--- config.mk ---
export PLATFORM = sky130hd
export DESIGN_NAME = ffsa_cell
export DESIGN_NICKNAME = d
export VERILOG_FILES = /design/src/hw/rtl/first_fit_segment_allocator_unit_defines.svh /design/src/hw/rtl/ffsa_pkg.sv /design/src/hw/rtl/ffsa_cell.sv
export SDC_FILE = /design/constraint.sdc
export NUM_CORES = 1
export LEC_CHECK = 0
export CAP_MARGIN = 5
export CORE_ASPECT_RATIO = 0.7
export CORE_MARGIN = 1.5
export CORE_UTILIZATION = 65
export CTS_CLUSTER_SIZE = 12
export DETAILED_ROUTE_END_ITERATION = 10
export DONT_BUFFER_PORTS = 1
export PLACE_DENSITY = 0.81
export REMOVE_ABC_BUFFERS = 1
export SYNTH_ARGS = -nofsm -noshare
export SYNTH_HDL_FRONTEND = slang
export SYNTH_SLANG_ARGS = --single-unit
--- constraint.sdc ---
create_clock -name clk -period 5 [get_ports clk]
set_input_delay 1.25 -clock clk [delete_from_list [all_inputs] [get_ports clk]]
set_output_delay 1.25 -clock clk [all_outputs]
set_load 0.05 [all_outputs]
--- src/hw/rtl/first_fit_segment_allocator_unit_defines.svh ---
// ----------------------------------------------------------------------------
// first_fit_segment_allocator_unit_defines
// assertion macros used by the allocator unit rtl
// ----------------------------------------------------------------------------
`ifndef FIRST_FIT_SEGMENT_ALLOCATOR_UNIT_DEFINES_SVH
`define FIRST_FIT_SEGMENT_ALLOCATOR_UNIT_DEFINES_SVH

// condition holds at every edge out of reset
`define FFSA_ASSERT(lbl, cond, msg) \
	lbl: assert property (@(posedge clk) disable iff (!arst_n) (cond)) else $error(msg);

// trigger implies check in the next cycle
`define FFSA_ASSERT_NEXT(lbl, trig, chk, msg) \
	lbl: assert property (@(posedge clk) disable iff (!arst_n) (trig) |=> (chk)) else $error(msg);

`endif

--- src/hw/rtl/ffsa_pkg.sv ---
// ----------------------------------------------------------------------------
// ffsa_pkg
// types and constants of the first-fit segment allocator
// ----------------------------------------------------------------------------
package ffsa_pkg;

	localparam int SEG_W  = 20;
	localparam int NEED_W = 21;
	localparam int POOL_W = 21;
	localparam int STS_W  = 2;

	localparam logic MODE_ALLOC = 1'b0;
	localparam logic MODE_FREE  = 1'b1;

	typedef enum logic [STS_W-1:0] {
		STS_OK        = 2'd0,
		STS_NO_FIT    = 2'd1,
		STS_NOT_ALLOC = 2'd2,
		STS_FULL      = 2'd3
	} status_t;

	typedef struct packed {
		logic             mode;
		logic [SEG_W-1:0] req_size;
		logic [SEG_W-1:0] free_addr;
	} req_t;

	typedef struct packed {
		status_t          status;
		logic [SEG_W-1:0] addr;
	} rsp_t;

	typedef struct packed {
		logic             valid;
		logic             in_use;
		logic [SEG_W-1:0] payload;
		logic [SEG_W-1:0] len;
	} seg_t;

	typedef struct packed {
		seg_t seg;
		logic tok;
	} cell_link_t;

	typedef enum logic [2:0] {
		CMD_HOLD,
		CMD_INIT,
		CMD_START,
		CMD_ADV,
		CMD_SPLIT,
		CMD_MRG_NEXT,
		CMD_CLR_USE,
		CMD_MRG_PREV
	} cell_op_t;

	typedef struct packed {
		cell_op_t          op;
		logic              mode;
		logic [SEG_W-1:0]  req_size;
		logic [NEED_W-1:0] need;
		logic [SEG_W-1:0]  where;
		logic [SEG_W-1:0]  init_len;
	} cell_cmd_t;

	typedef struct packed {
		logic             tok;
		logic             match;
		logic             nfree;
		logic             pfree;
		logic [SEG_W-1:0] payload;
	} cell_stat_t;

	typedef enum logic [2:0] {
		ST_IDLE,
		ST_SCAN,
		ST_SPLIT,
		ST_FREE,
		ST_MERGE,
		ST_DONE
	} state_t;

endpackage

--- src/hw/rtl/ffsa_cell.sv ---
// ----------------------------------------------------------------------------
// ffsa_cell
// one segment table entry with scan token, shifts with its neighbors
// ----------------------------------------------------------------------------
module ffsa_cell import ffsa_pkg::*; #(
	parameter int               HEADER_BYTES = 16,
	parameter bit               FIRST        = 1'b0,
	parameter logic [SEG_W-1:0] INIT_PAYLOAD = '0,
	parameter logic [SEG_W-1:0] INIT_LEN     = '0
) (
	input  logic       clk,
	input  logic       arst_n,
	input  cell_cmd_t  cmd,
	input  cell_link_t left,
	input  cell_link_t right,
	output cell_link_t link,
	output cell_stat_t stat
);

	localparam logic [SEG_W-1:0] HDR = SEG_W'(HEADER_BYTES);

	seg_t seg_q;
	logic tok_q;
	logic vis_q;
	logic crit;
	logic after;

	assign after = !vis_q && !tok_q;
	assign link  = '{seg: seg_q, tok: tok_q};

	always_comb begin
		if (cmd.mode == MODE_ALLOC) begin
			crit = !seg_q.in_use && ({1'b0, seg_q.len} > cmd.need);
		end else begin
			crit = seg_q.in_use && (seg_q.payload == cmd.where);
		end
		stat.tok     = tok_q;
		stat.match   = tok_q && seg_q.valid && crit;
		stat.nfree   = tok_q && right.seg.valid && !right.seg.in_use;
		stat.pfree   = tok_q && left.seg.valid && !left.seg.in_use;
		stat.payload = tok_q ? seg_q.payload : '0;
	end

	always_ff @(posedge clk or negedge arst_n) begin
		if (!arst_n) begin
			seg_q <= '{valid: FIRST, in_use: 1'b0, payload: INIT_PAYLOAD, len: INIT_LEN};
			tok_q <= 1'b0;
			vis_q <= 1'b0;
		end else begin
			unique case (cmd.op)
				CMD_INIT: begin
					seg_q <= '{valid: FIRST, in_use: 1'b0, payload: HDR, len: cmd.init_len};
					tok_q <= 1'b0;
					vis_q <= 1'b0;
				end
				CMD_START: begin
					tok_q <= FIRST;
					vis_q <= 1'b0;
				end
				CMD_ADV: begin
					tok_q <= left.tok;
					vis_q <= vis_q | tok_q;
				end
				CMD_SPLIT: begin
					if (tok_q) begin
						seg_q.in_use <= 1'b1;
						seg_q.len    <= cmd.req_size;
					end else if (left.tok) begin
						seg_q.valid   <= 1'b1;
						seg_q.in_use  <= 1'b0;
						seg_q.payload <= left.seg.payload + SEG_W'(cmd.need);
						seg_q.len     <= left.seg.len - SEG_W'(cmd.need);
					end else if (!vis_q) begin
						seg_q <= left.seg;
					end
				end
				CMD_MRG_NEXT: begin
					if (tok_q) begin
						seg_q.in_use <= 1'b0;
						seg_q.len    <= seg_q.len + HDR + right.seg.len;
					end else if (after) begin
						seg_q <= right.seg;
					end
				end
				CMD_CLR_USE: begin
					if (tok_q) begin
						seg_q.in_use <= 1'b0;
					end
				end
				CMD_MRG_PREV: begin
					if (right.tok) begin
						seg_q.len <= seg_q.len + HDR + right.seg.len;
					end else if (tok_q || after) begin
						seg_q <= right.seg;
					end
				end
				default: begin
				end
			endcase
		end
	end

endmodule
Yosys cells after proc, flatten, opt, wreduce, memory -nomap -nowiden. Index checks and enable logic that the tools add are counted.

Register bits: 44. Output and inout bits: 67. Word-level logic and storage cells: 74.

$add $sub $neg: 4. $lt $le $gt $ge: 1. Equality and inequality tests: 18. Mux-type cells: 22. Bitwise operators: 1. Reduce and logical (&&, ||, !) cells: 22.

Operators with widths (count): $mux 42 (4); $pmux 40 s4 (1); $mux 20 (6); $add 20x20->20 (2); $mux 22 (1); $gt 20x21->1 (1); $add 20x5->20 const B (1); $eq 20x20->1 (1); $sub 20x20->20 (1); $eq 3x3->1 const B (4); $ne 2x2->1 const B (6); $logic_and 1x1->1 (9); $ne 3x3->1 const B (3); $reduce_and 7->1 (1); $eq 3x2->1 const B (2); $mux 1 (6); $reduce_and 6->1 (1); $logic_not 1->1 (5); $pmux 1 s5 (1); $reduce_bool 5->1 (1); $ne 4x4->1 const B (1); $pmux 1 s2 (2); $pmux 1 s4 (1); $reduce_and 4->1 (1); other kinds (6) (6).

Longest topological paths before layout. Gate-level depths: netlist of the first run.

Depth after elaboration: 6. Depth in mapped cells: 13. Mapped depth without buffers: 13.

Least setup slack after synthesis of the first run. No wires, ideal clock.

Path kind: input to output. Start point: input port cmd[41] (netlist bit). End point: output port stat[22] (netlist bit). Data arrival time: 3300 ps. Required time: 3750 ps. Slack: 450 ps. Cell stages on the path: 11. Path through: inv_1 ha_1 nor2b_1 o21ai_0 nand2b_1 a21oi_1 nor2b_1 o21ai_0 o211ai_1 a21oi_1 o21ai_0.

RTL lines: start, declared (RTL line ffsa_cell.sv:13) `input cell_cmd_t cmd,`; end, declared (RTL line ffsa_cell.sv:17) `output cell_stat_t stat`.

==> run summary, run 1 <==
Status: finished clean
Crit path required time: 3750 ps
Register area: 1102 sq um
Total Power Consumption: 2.176 mW
PwrDens: 313.5 nW/um^2
Final-report hold violation count: 0
Number of clock sinks: 44
CTS H-tree depth: 2
Clock latency on the worst-skew pair: 300 ps
Post-route clock period utilization: 85.27%
Total leakage power: 3.101 nW
Path type of the worst setup path: primary input to output pin
Setup repair bufs after CTS: 0
Clock tree from TritonCTS: built
EDFF count, synth: 0
Post-DP Area: 6784 sq um
Final routed wirelength across all metal layers: 21820 um
Remaining design rule violation count: 0
Initial antenna violation count: 0
Share of layout cells above drive strength 1: 4.023%
Fraction of the yosys area taken by sequential cells: 16.48%
Max clock buf depth: 2
# setup viols final: 0
Multi-input gate area: 5319 sq um
Number of nets in the final layout: 1140
# rows: 30
Time the worst path needs with I/O delays and setup: 4263 ps
Synthesized area divided by synthesized cell count: 7.490 sq um
Unrepaired setup endpoints after global routing: no
Worst path setup slack after routing: 736.6 ps
Antenna diode count: 0
Via count: 6980
Number of warnings issued by yosys: 0
Arrival time of the worst setup path: 3010 ps
Setup Skew: 7.595 ps
Height of the chip: 87.83 um
Maximum fanout along the worst path: 3
Antenna Violating Nets Remaining: 0
Detailed placer's ending HPWL: 17240 um
Routability congestion estimate: 0.9887
Die Footprint: 10910 sq um
Number of violations of the max-capacitance limit: 0
Slew @ Worst Pin: 1052 ps
Share of synthesized registers carrying an async set or reset: 100.0%
Post-synthesis cell area: 6681 sq um
Gr ovfl total: 0
Global-route wire length before repair: 32320 um
Resize count post-CTS: 0
Via density: 6.994
Startpoint type of the worst setup path: primary input
Area added between synthesis and finish: 3.876%
Clock slew at the register clock pins of the worst setup and hold paths: 70 ps
Kind of capture point of the worst setup path: output pin
Detailed router's first-iteration violation count: 667
Number of instances in the synthesized netlist: 892
Starting density of the core: 67.94%
I/O pins: 240
X dimension of the die: 124.2 um
Area of the core region: 9834 sq um
Wire per inst: 21.87 um
Global Route Usage Sum: 38.32%
Most frequently used flop master after synthesis: dfrtp_1
Count of cell types in the netlist: 69
Via count of the first global-routing pass: 6439
Max VDD drop: 0.1969 mV
Number of filler cells placed in the layout: 843
Total negative setup slack: 0 ps
F_max: 0.2346 GHz
Register bit total from synthesis: 44
Final cell area excluding filler cells: 6940 sq um
Worst rel slew slack: 29.39%
Tightest Hold Check Type: primary input to asynchronous set/reset pin
Max-slew violation count: 0
Maximum number of pins on one net before global-route repair: 48
Clock Tree Root: clkbuf_16
Pre-CTS setup slack: 748.0 ps
IO buf count: 0
Inserted Clock Buffers: 5
Drt pass-1 iters: 6
Total of hold buffers inserted after clock tree synthesis: 0
-- cell families after synthesis --
kind of cell,Yosys count,share of synthesized area (%)
buffers and inverters,77,4.438
adder cells (fa/ha/maj),98,18.69
AND/OR/NAND/NOR,282,19.94
flip-flops,44,16.48
AO/OA/AOI/OAI,318,30.49
multiplexers,18,2.753
XOR/XNOR,55,7.210
-- metal layers --
layer  wire, um  global-route usage [%]
met1       9250                   51.73
met2       9717                   61.84
met3       2517                   10.42
met4        338                   7.955
met5          0                       0
-- power breakdown --
| group | leakage, nW | internal (mW) | switching, mW |
|---|---|---|---|
| combinational | 2.50 | 0.428 | 0.603 |
| sequential | 0.522 | 0.419 | 0.361 |
| clock | 0.0772 | 0.213 | 0.151 |
-- sequential cells by signal (all words and copies together) (netlist names) --
| name | count |
|---|---|
| vis_q | 1 |
| tok_q | 1 |
| link | 42 |
-- synthesized netlist by cell type, types with 15 or more instances --
cell type,number,area [sq um]
mux2i_1,15,150.1
nor2_1,94,352.8
xnor2_1,28,245.2
o21ai_0,64,320.3
clkbuf_1,29,108.9
a211oi_1,17,127.6
xor2_1,27,236.5
a21oi_1,100,500.5
ha_1,95,1189
and2_1,21,131.4
inv_1,39,146.4
a21o_1,27,202.7
nor3_1,19,95.09
nand2_1,80,300.3
dfrtp_1,44,1101
-- path summary, 6_finish.rpt --
path	startpoint	endpoint	slack, ps	depth (start not counted)
min in group clk	vis_q	vis_q	660	2
min	arst_n	link[22]	640	0
min reg2reg	vis_q	vis_q	660	2
max reg2reg	link[2]	link[16]	1190	12
max	cmd[41]	stat[22]	740	12
max in group asynchronous	arst_n	tok_q	4260	0
-- per-stage QoR --
| step | hold slack [ps] | cells | util, % |
|---|---|---|---|
| after global placement | 590.5 | 990 | 68.98 |
| after global routing | 642.4 | 998 | 70.57 |
| final | 640.5 | 998 | 70.57 |
| after detailed placement | 625.9 | 990 | 68.98 |
| after CTS | 644.5 | 998 | 70.57 |
| after floorplan | 553.8 | 855 | - |
-- worst max-delay path, cell delays in order --
cell and delay [ps]:
inv_1 60, ha_1 310, nor2b_1 130, o21ai_0 140, nand2b_1 70, a21oi_1 150
nor2b_1 60, o21ai_0 200, o211ai_1 130, a21oi_1 210, o21ai_1 100, buf_4 190
-- layout by cell type (no fill, tap or decap), types with 3 or more instances in the layout --
cell       synthesis  layout
nand2b_1           7       7
a21oi_1          100     100
and2_1            21      21
dfrtp_1           44      43
xor2_1            27      27
a21o_1            27      27
o21ai_0           64      62
nor3_1            19      18
o31ai_1            9       9
o21ai_1            7       8
a22oi_1            8       8
inv_1             39      39
a211o_1            4       4
buf_4              2       7
o21bai_1           7       7
o22ai_1            8       7
and3_1             5       5
a222oi_1           8       8
clkbuf_16          0       5
or3_1              7       7
mux2_2             3       3
xnor2_1           28      28
a31oi_1           11      11
a41oi_1            3       3
fa_1               3       3
nor2_1            94      93
nor3b_1            8       6
nand4_1           11      11
mux2i_1           15      15
nor4_1             6       6
or4_1              4       4
o211ai_1           3       3
a211oi_1          17      17
nor2b_1            5       5
nand2_1           80      80
nand3_1            5       5
ha_1              95      95
a221oi_1           7       7
o21a_1             9       9
-- final cells by class --
class | instances | area share [%]
inverter | 40 | 2.163
clock buffer | 8 | 2.253
timing repair buffer | 7 | 0.7572
sequential | 44 | 15.88
tap | 128 | 2.308
multi-input combinational | 771 | 76.64
(Power assumes the default switching activity.)
==> run 2, diff against run 1 <==
--- a/config.mk
+++ b/config.mk
@@ -9,7 +9,7 @@
 export CORE_ASPECT_RATIO = 0.7
 export CORE_MARGIN = 1.5
 export CORE_UTILIZATION = 65
-export CTS_CLUSTER_SIZE = 12
+export CTS_BUF_LIST = sky130_fd_sc_hd__clkbuf_8 sky130_fd_sc_hd__clkbuf_16
 export DETAILED_ROUTE_END_ITERATION = 10
 export DONT_BUFFER_PORTS = 1
 export PLACE_DENSITY = 0.81
==> run 2 against run 1 <==
Register-to-register slack lost 20 ps. Count of clock-buffer cells in the layout shrank 1. Worst setup slack gained 4.2 ps. Total power shrank 0.17%. Critical path depth is the same. First-iteration DRC count is the same. Non-clock buffer count is the same. Utilization is the same. Die area is the same. Combinational power is essentially flat. Clock power is essentially flat. Critical path type unchanged. Highest routed layer unchanged.
==> run summary, run 2 (same netlist as run 1, synthesis figures left out) <==
Via count of the first global-routing pass: 6439
Global Route Usage Sum: 38.32%
PwrDens: 313.0 nW/um^2
Max clock buf depth: 2
F_max: 0.2348 GHz
Gr ovfl total: 0
GR Layer Usage met2: 61.84%
Clock Tree Root: clkbuf_16
Number of filler cells placed in the layout: 843
Path type of the worst setup path: primary input to output pin
Met3 Resource Use GR: 10.42%
Worst R2R Setup Slack: 1170 ps
Total negative setup slack: 0 ps
Multi-input gate area: 5319 sq um
Unrepaired setup endpoints after global routing: no
Count of cells along the worst register-to-register path: 12
Worst rel slew slack: 30.53%
Startpoint type of the worst setup path: primary input
Max-slew violation count: 0
Number of nets in the final layout: 1140
I/O pins: 240
Initial antenna violation count: 0
Kind of capture point of the worst setup path: output pin
Post-route clock period utilization: 85.18%
Slowest cell on crit path: ha_1
Inserted Clock Buffers: 5
Maximum number of pins on one net before global-route repair: 48
Delay contributed by the slowest stage of the critical path: 310 ps
Area added between synthesis and finish: 3.876%
Worst Path Buf+Inv: 2
Number of clock sinks: 44
Final routed wirelength across all metal layers: 21830 um
Resize count post-CTS: 0
Status: finished clean
Share of layout cells above drive strength 1: 4.023%
Min Hold Slack: 640.6 ps
CTS H-tree depth: 2
Global-route wire length before repair: 32320 um
Crit path required time: 3750 ps
Share of total power consumed by net switching: 51.27%
Setup repair bufs after CTS: 0
Total of hold buffers inserted after clock tree synthesis: 0
GR met1 Demand/Resource: 51.73%
Starting density of the core: 67.94%
Internal power contribution: 1.058 mW
Crit path from: cmd[41]
Clock slew at the register clock pins of the worst setup and hold paths: 70 ps
Via density: 6.998
Power share of the sequential group: 35.9%
Layer carrying the most global-route usage: met2
Post-DP Area: 6784 sq um
Antenna diode count: 0
Clock latency on the worst-skew pair: 300 ps
Flip-flop count of the largest register after layout: 42
Wire per inst: 21.87 um
# rows: 30
Drt pass-1 iters: 6
Detailed router's first-iteration violation count: 667
Register area: 1102 sq um
Clock power share: 16.6%
Detailed placer's ending HPWL: 17240 um
Remaining design rule violation count: 0
Cell family with the largest share of critical-path delay: compound AO/OA/AOI/OAI gates
Final cell area excluding filler cells: 6940 sq um
End point of the critical path: stat[22]
Routability congestion estimate: 0.9887
CP Cell Sequence: inv_1 > ha_1 > nor2b_1 > o21ai_0 > nand2b_1 > a21oi_1 > nor2b_1 > o21ai_0 > o211ai_1 > a21oi_1 > o21ai_1 > buf_4
Commonest cells after routing, fill and taps aside: a21oi_1 (100), ha_1 (95), nor2_1 (93)
Setup Skew: 7.855 ps
X dimension of the die: 124.2 um
Total number of cells along the worst setup path: 12
Proportion of power drawn by combinational gates: 47.5%
Tightest Hold Check Type: primary input to asynchronous set/reset pin
IO buf count: 0
Final Util: 70.57%
Maximum fanout along the worst path: 3
Switching power total: 1.114 mW
Arrival time of the worst setup path: 3010 ps
# setup viols final: 0
Reg2Reg Launch Point: link[2]
Die Footprint: 10910 sq um
Via count: 6984
Final-report hold violation count: 0
Critical register-to-register path endpoint: link[16]
Max VDD drop: 0.1972 mV
Antenna Violating Nets Remaining: 0
Number of violations of the max-capacitance limit: 0
Slew @ Worst Pin: 1035 ps
Total leakage power: 3.105 nW
Clock tree from TritonCTS: built
Time the worst path needs with I/O delays and setup: 4259 ps
Area of the core region: 9834 sq um
Most frequent standard cell in the layout excluding fill and tap cells: a21oi_1
Height of the chip: 87.83 um
-- run 2: layout make-up --
type                       count  area share [%]
multi-input combinational    771           76.64
sequential                    44           15.88
tap                          128           2.308
clock buffer                   7           2.199
inverter                      40           2.163
timing repair buffer           7          0.7572
clock inverter                 1         0.05408
-- run 2: power by group through the flow --
stage / clock, mW / sequential (mW) / combinational, mW
5_1_grt: 0.372 / 0.790 / 1.14
6_report: 0.361 / 0.780 / 1.03
3_3_place_gp: 0 / 0.784 / 0.967
4_1_cts: 0.360 / 0.778 / 1.01
2_1_floorplan: 0 / 0.750 / 0.804
3_5_place_dp: 0 / 0.785 / 0.998
-- run 2: stage by stage --
step | std cells | power (mW) | worst slack, ps
floorplan | 855 | 1.554 | 374.0
global placement | 990 | 1.752 | 797.6
detailed placement | 990 | 1.784 | 748.0
CTS | 998 | 2.147 | 800.9
global route | 998 | 2.302 | 555.7
finish | 998 | 2.172 | 740.8
-- run 2: per-layer routing --
metal	routed length, um	share of wire, %
met3	2585	12
met4	340	1.6
met5	0	0
met2	9721	45
met1	9184	42
-- run 2: worst min path at each step --
stage / endpoint / depth (start not counted) / slack (ps)
2_1_floorplan: vis_q / 2 / 550
3_3_place_gp: vis_q / 2 / 590
3_5_place_dp: vis_q / 2 / 630
4_1_cts: link[22] / 0 / 640
5_1_grt: link[22] / 0 / 640
6_report: link[22] / 0 / 640
==> run 3, diff against run 2 <==
==> constraint.sdc (replaced) <==
create_clock -name clk -period 4.3 [get_ports clk]
set_input_delay 1.075 -clock clk [delete_from_list [all_inputs] [get_ports clk]]
set_output_delay 1.075 -clock clk [all_outputs]
set_load 0.05 [all_outputs]
==> run 3 against run 2 <==
First-iteration DRC count up 1.2%. Critical endpoint unchanged. Utilization up 1.6 points. Non-clock buffer count grew 13. Largest cell class unchanged. Clock skew is 3.4 ps lower.
==> run summary, run 3 (same netlist as run 1, synthesis figures left out) <==
Detailed placer's ending HPWL: 17780 um
PwrDens: 383.6 nW/um^2
Multi-input gate area: 5319 sq um
Max clock buf depth: 2
Wire per inst: 22.22 um
Maximum fanout along the worst path: 3
Non-filler cells, final: 1011
Initial antenna violation count: 0
I/O pins: 240
Count of cells along the worst register-to-register path: 12
Number of clock sinks: 44
Total negative setup slack: 0 ps
Slowest cell on crit path: ha_1
Global-route wire length before repair: 33000 um
Worst rel slew slack: 22.40%
Number of filler cells placed in the layout: 798
Drt pass-1 iters: 6
Share of layout cells above drive strength 1: 5.549%
Cell family with the largest share of critical-path delay: compound AO/OA/AOI/OAI gates
Clock slew at the register clock pins of the worst setup and hold paths: 70 ps
Area of the core region: 9834 sq um
Flip-flop count of the largest register after layout: 42
Reg2Reg Launch Point: link[2]
Crit path required time: 3220 ps
Via density: 7.045
Status: finished clean
Commonest cells after routing, fill and taps aside: a21oi_1 (100), ha_1 (95), nor2_1 (93)
Max-slew violation count: 0
# setup viols final: 0
Total leakage power: 3.191 nW
Startpoint type of the worst setup path: primary input
Number of nets in the final layout: 1153
Remaining design rule violation count: 0
Critical register-to-register path endpoint: link[16]
Number of violations of the max-capacitance limit: 0
Delay contributed by the slowest stage of the critical path: 310 ps
Via count: 7123
Area added between synthesis and finish: 6.217%
Final Util: 72.16%
Worst R2R Setup Slack: 630 ps
Post-route clock period utilization: 96.00%
Antenna diode count: 0
Setup Skew: 4.455 ps
Worst Path Buf+Inv: 2
Gr ovfl total: 0
Setup repair bufs after CTS: 0
Clock latency on the worst-skew pair: 290 ps
Max VDD drop: 0.2729 mV
Global Route Usage Sum: 39.12%
Total of hold buffers inserted after clock tree synthesis: 0
Unrepaired setup endpoints after global routing: no
Arrival time of the worst setup path: 3050 ps
Resize count post-CTS: 0
Time the worst path needs with I/O delays and setup: 4128 ps
# rows: 30
Register area: 1102 sq um
Most frequent standard cell in the layout excluding fill and tap cells: a21oi_1
Maximum number of pins on one net before global-route repair: 48
Clock tree from TritonCTS: built
Starting density of the core: 67.94%
Via count of the first global-routing pass: 6542
IO buf count: 0
Routability congestion estimate: 1.010
Clock Tree Root: clkbuf_16
Detailed router's first-iteration violation count: 675
Tightest Hold Check Type: primary input to asynchronous set/reset pin
X dimension of the die: 124.2 um
F_max: 0.2422 GHz
Path type of the worst setup path: primary input to output pin
Kind of capture point of the worst setup path: output pin
CP Cell Sequence: inv_1 > ha_1 > nor2b_1 > o21ai_0 > nand2b_1 > a21oi_1 > nor2b_1 > o21ai_0 > o211ai_1 > a21oi_1 > o21ai_1 > buf_4
Final-report hold violation count: 0
# placed instances: 1003
Die Footprint: 10910 sq um
Final routed wirelength across all metal layers: 22470 um
Antenna Violating Nets Remaining: 0
CTS H-tree depth: 2
Inserted Clock Buffers: 5
Slew @ Worst Pin: 1164 ps
Height of the chip: 87.83 um
==> run 3: stage by stage <==
stage	cell area, sq um	hold WS, ps	power (mW)	setup WS, ps
finish	7097	469.6	2.722	171.9
global route	7097	462.3	2.877	187.8
CTS	7097	466.8	2.690	261.8
detailed placement	6882	608.3	2.111	324.1
global placement	6882	591.4	2.067	445.9
floorplan	6535	553.8	1.806	-151.0
==> run 3: final cells by class <==
type                    count  area share, %
clock buffers               5          1.763
clock inverters             3          1.269
inverters                  40          2.116
multi-input cells         771          74.95
flip-flops and latches     44          15.53
well taps                 128          2.257
repair buffers             20          2.116
==> run 3: power breakdown <==
part | total (mW) | leakage (nW) | internal, mW | switching (mW)
Clock | 0.575 | 0.104 | 0.392 | 0.182
Sequential | 0.852 | 0.522 | 0.488 | 0.363
Combinational | 1.30 | 2.57 | 0.520 | 0.777
Total | 2.72 | 3.19 | 1.40 | 1.32
==> run 3: how the worst max path moves through the flow <==
| stage | from | end | depth (start not counted) |
|---|---|---|---|
| finish | cmd[41] | stat[22] | 12 |
| global route | cmd[41] | stat[22] | 12 |
| CTS | cmd[41] | stat[22] | 12 |
| detailed placement | cmd[41] | stat[22] | 12 |
| global placement | cmd[41] | stat[22] | 12 |
| floorplan | tok_q | stat[20] | 2 |
==> run 3: worst reg2reg max path: stages, from the launching register on <==
cell	delay [ps]
dfrtp_1	710
ha_1	350
ha_1	250
fa_1	450
a211o_1	300
o211ai_2	110
a211oi_1	210
o41ai_2	300
nor3b_1	100
a31oi_1	170
a311oi_1	110
a211o_1	300
o221a_1	210
==> run 3: layer usage <==
metal | vias to the layer above | GRT usage [%] | wire length (um)
met5 | - | 0 | 0
met4 | 0 | 13.12 | 567
met3 | 54 | 10.94 | 2541
met2 | 450 | 61.39 | 10050
met1 | 3343 | 52.06 | 9311
li1 | 3276 | - | -
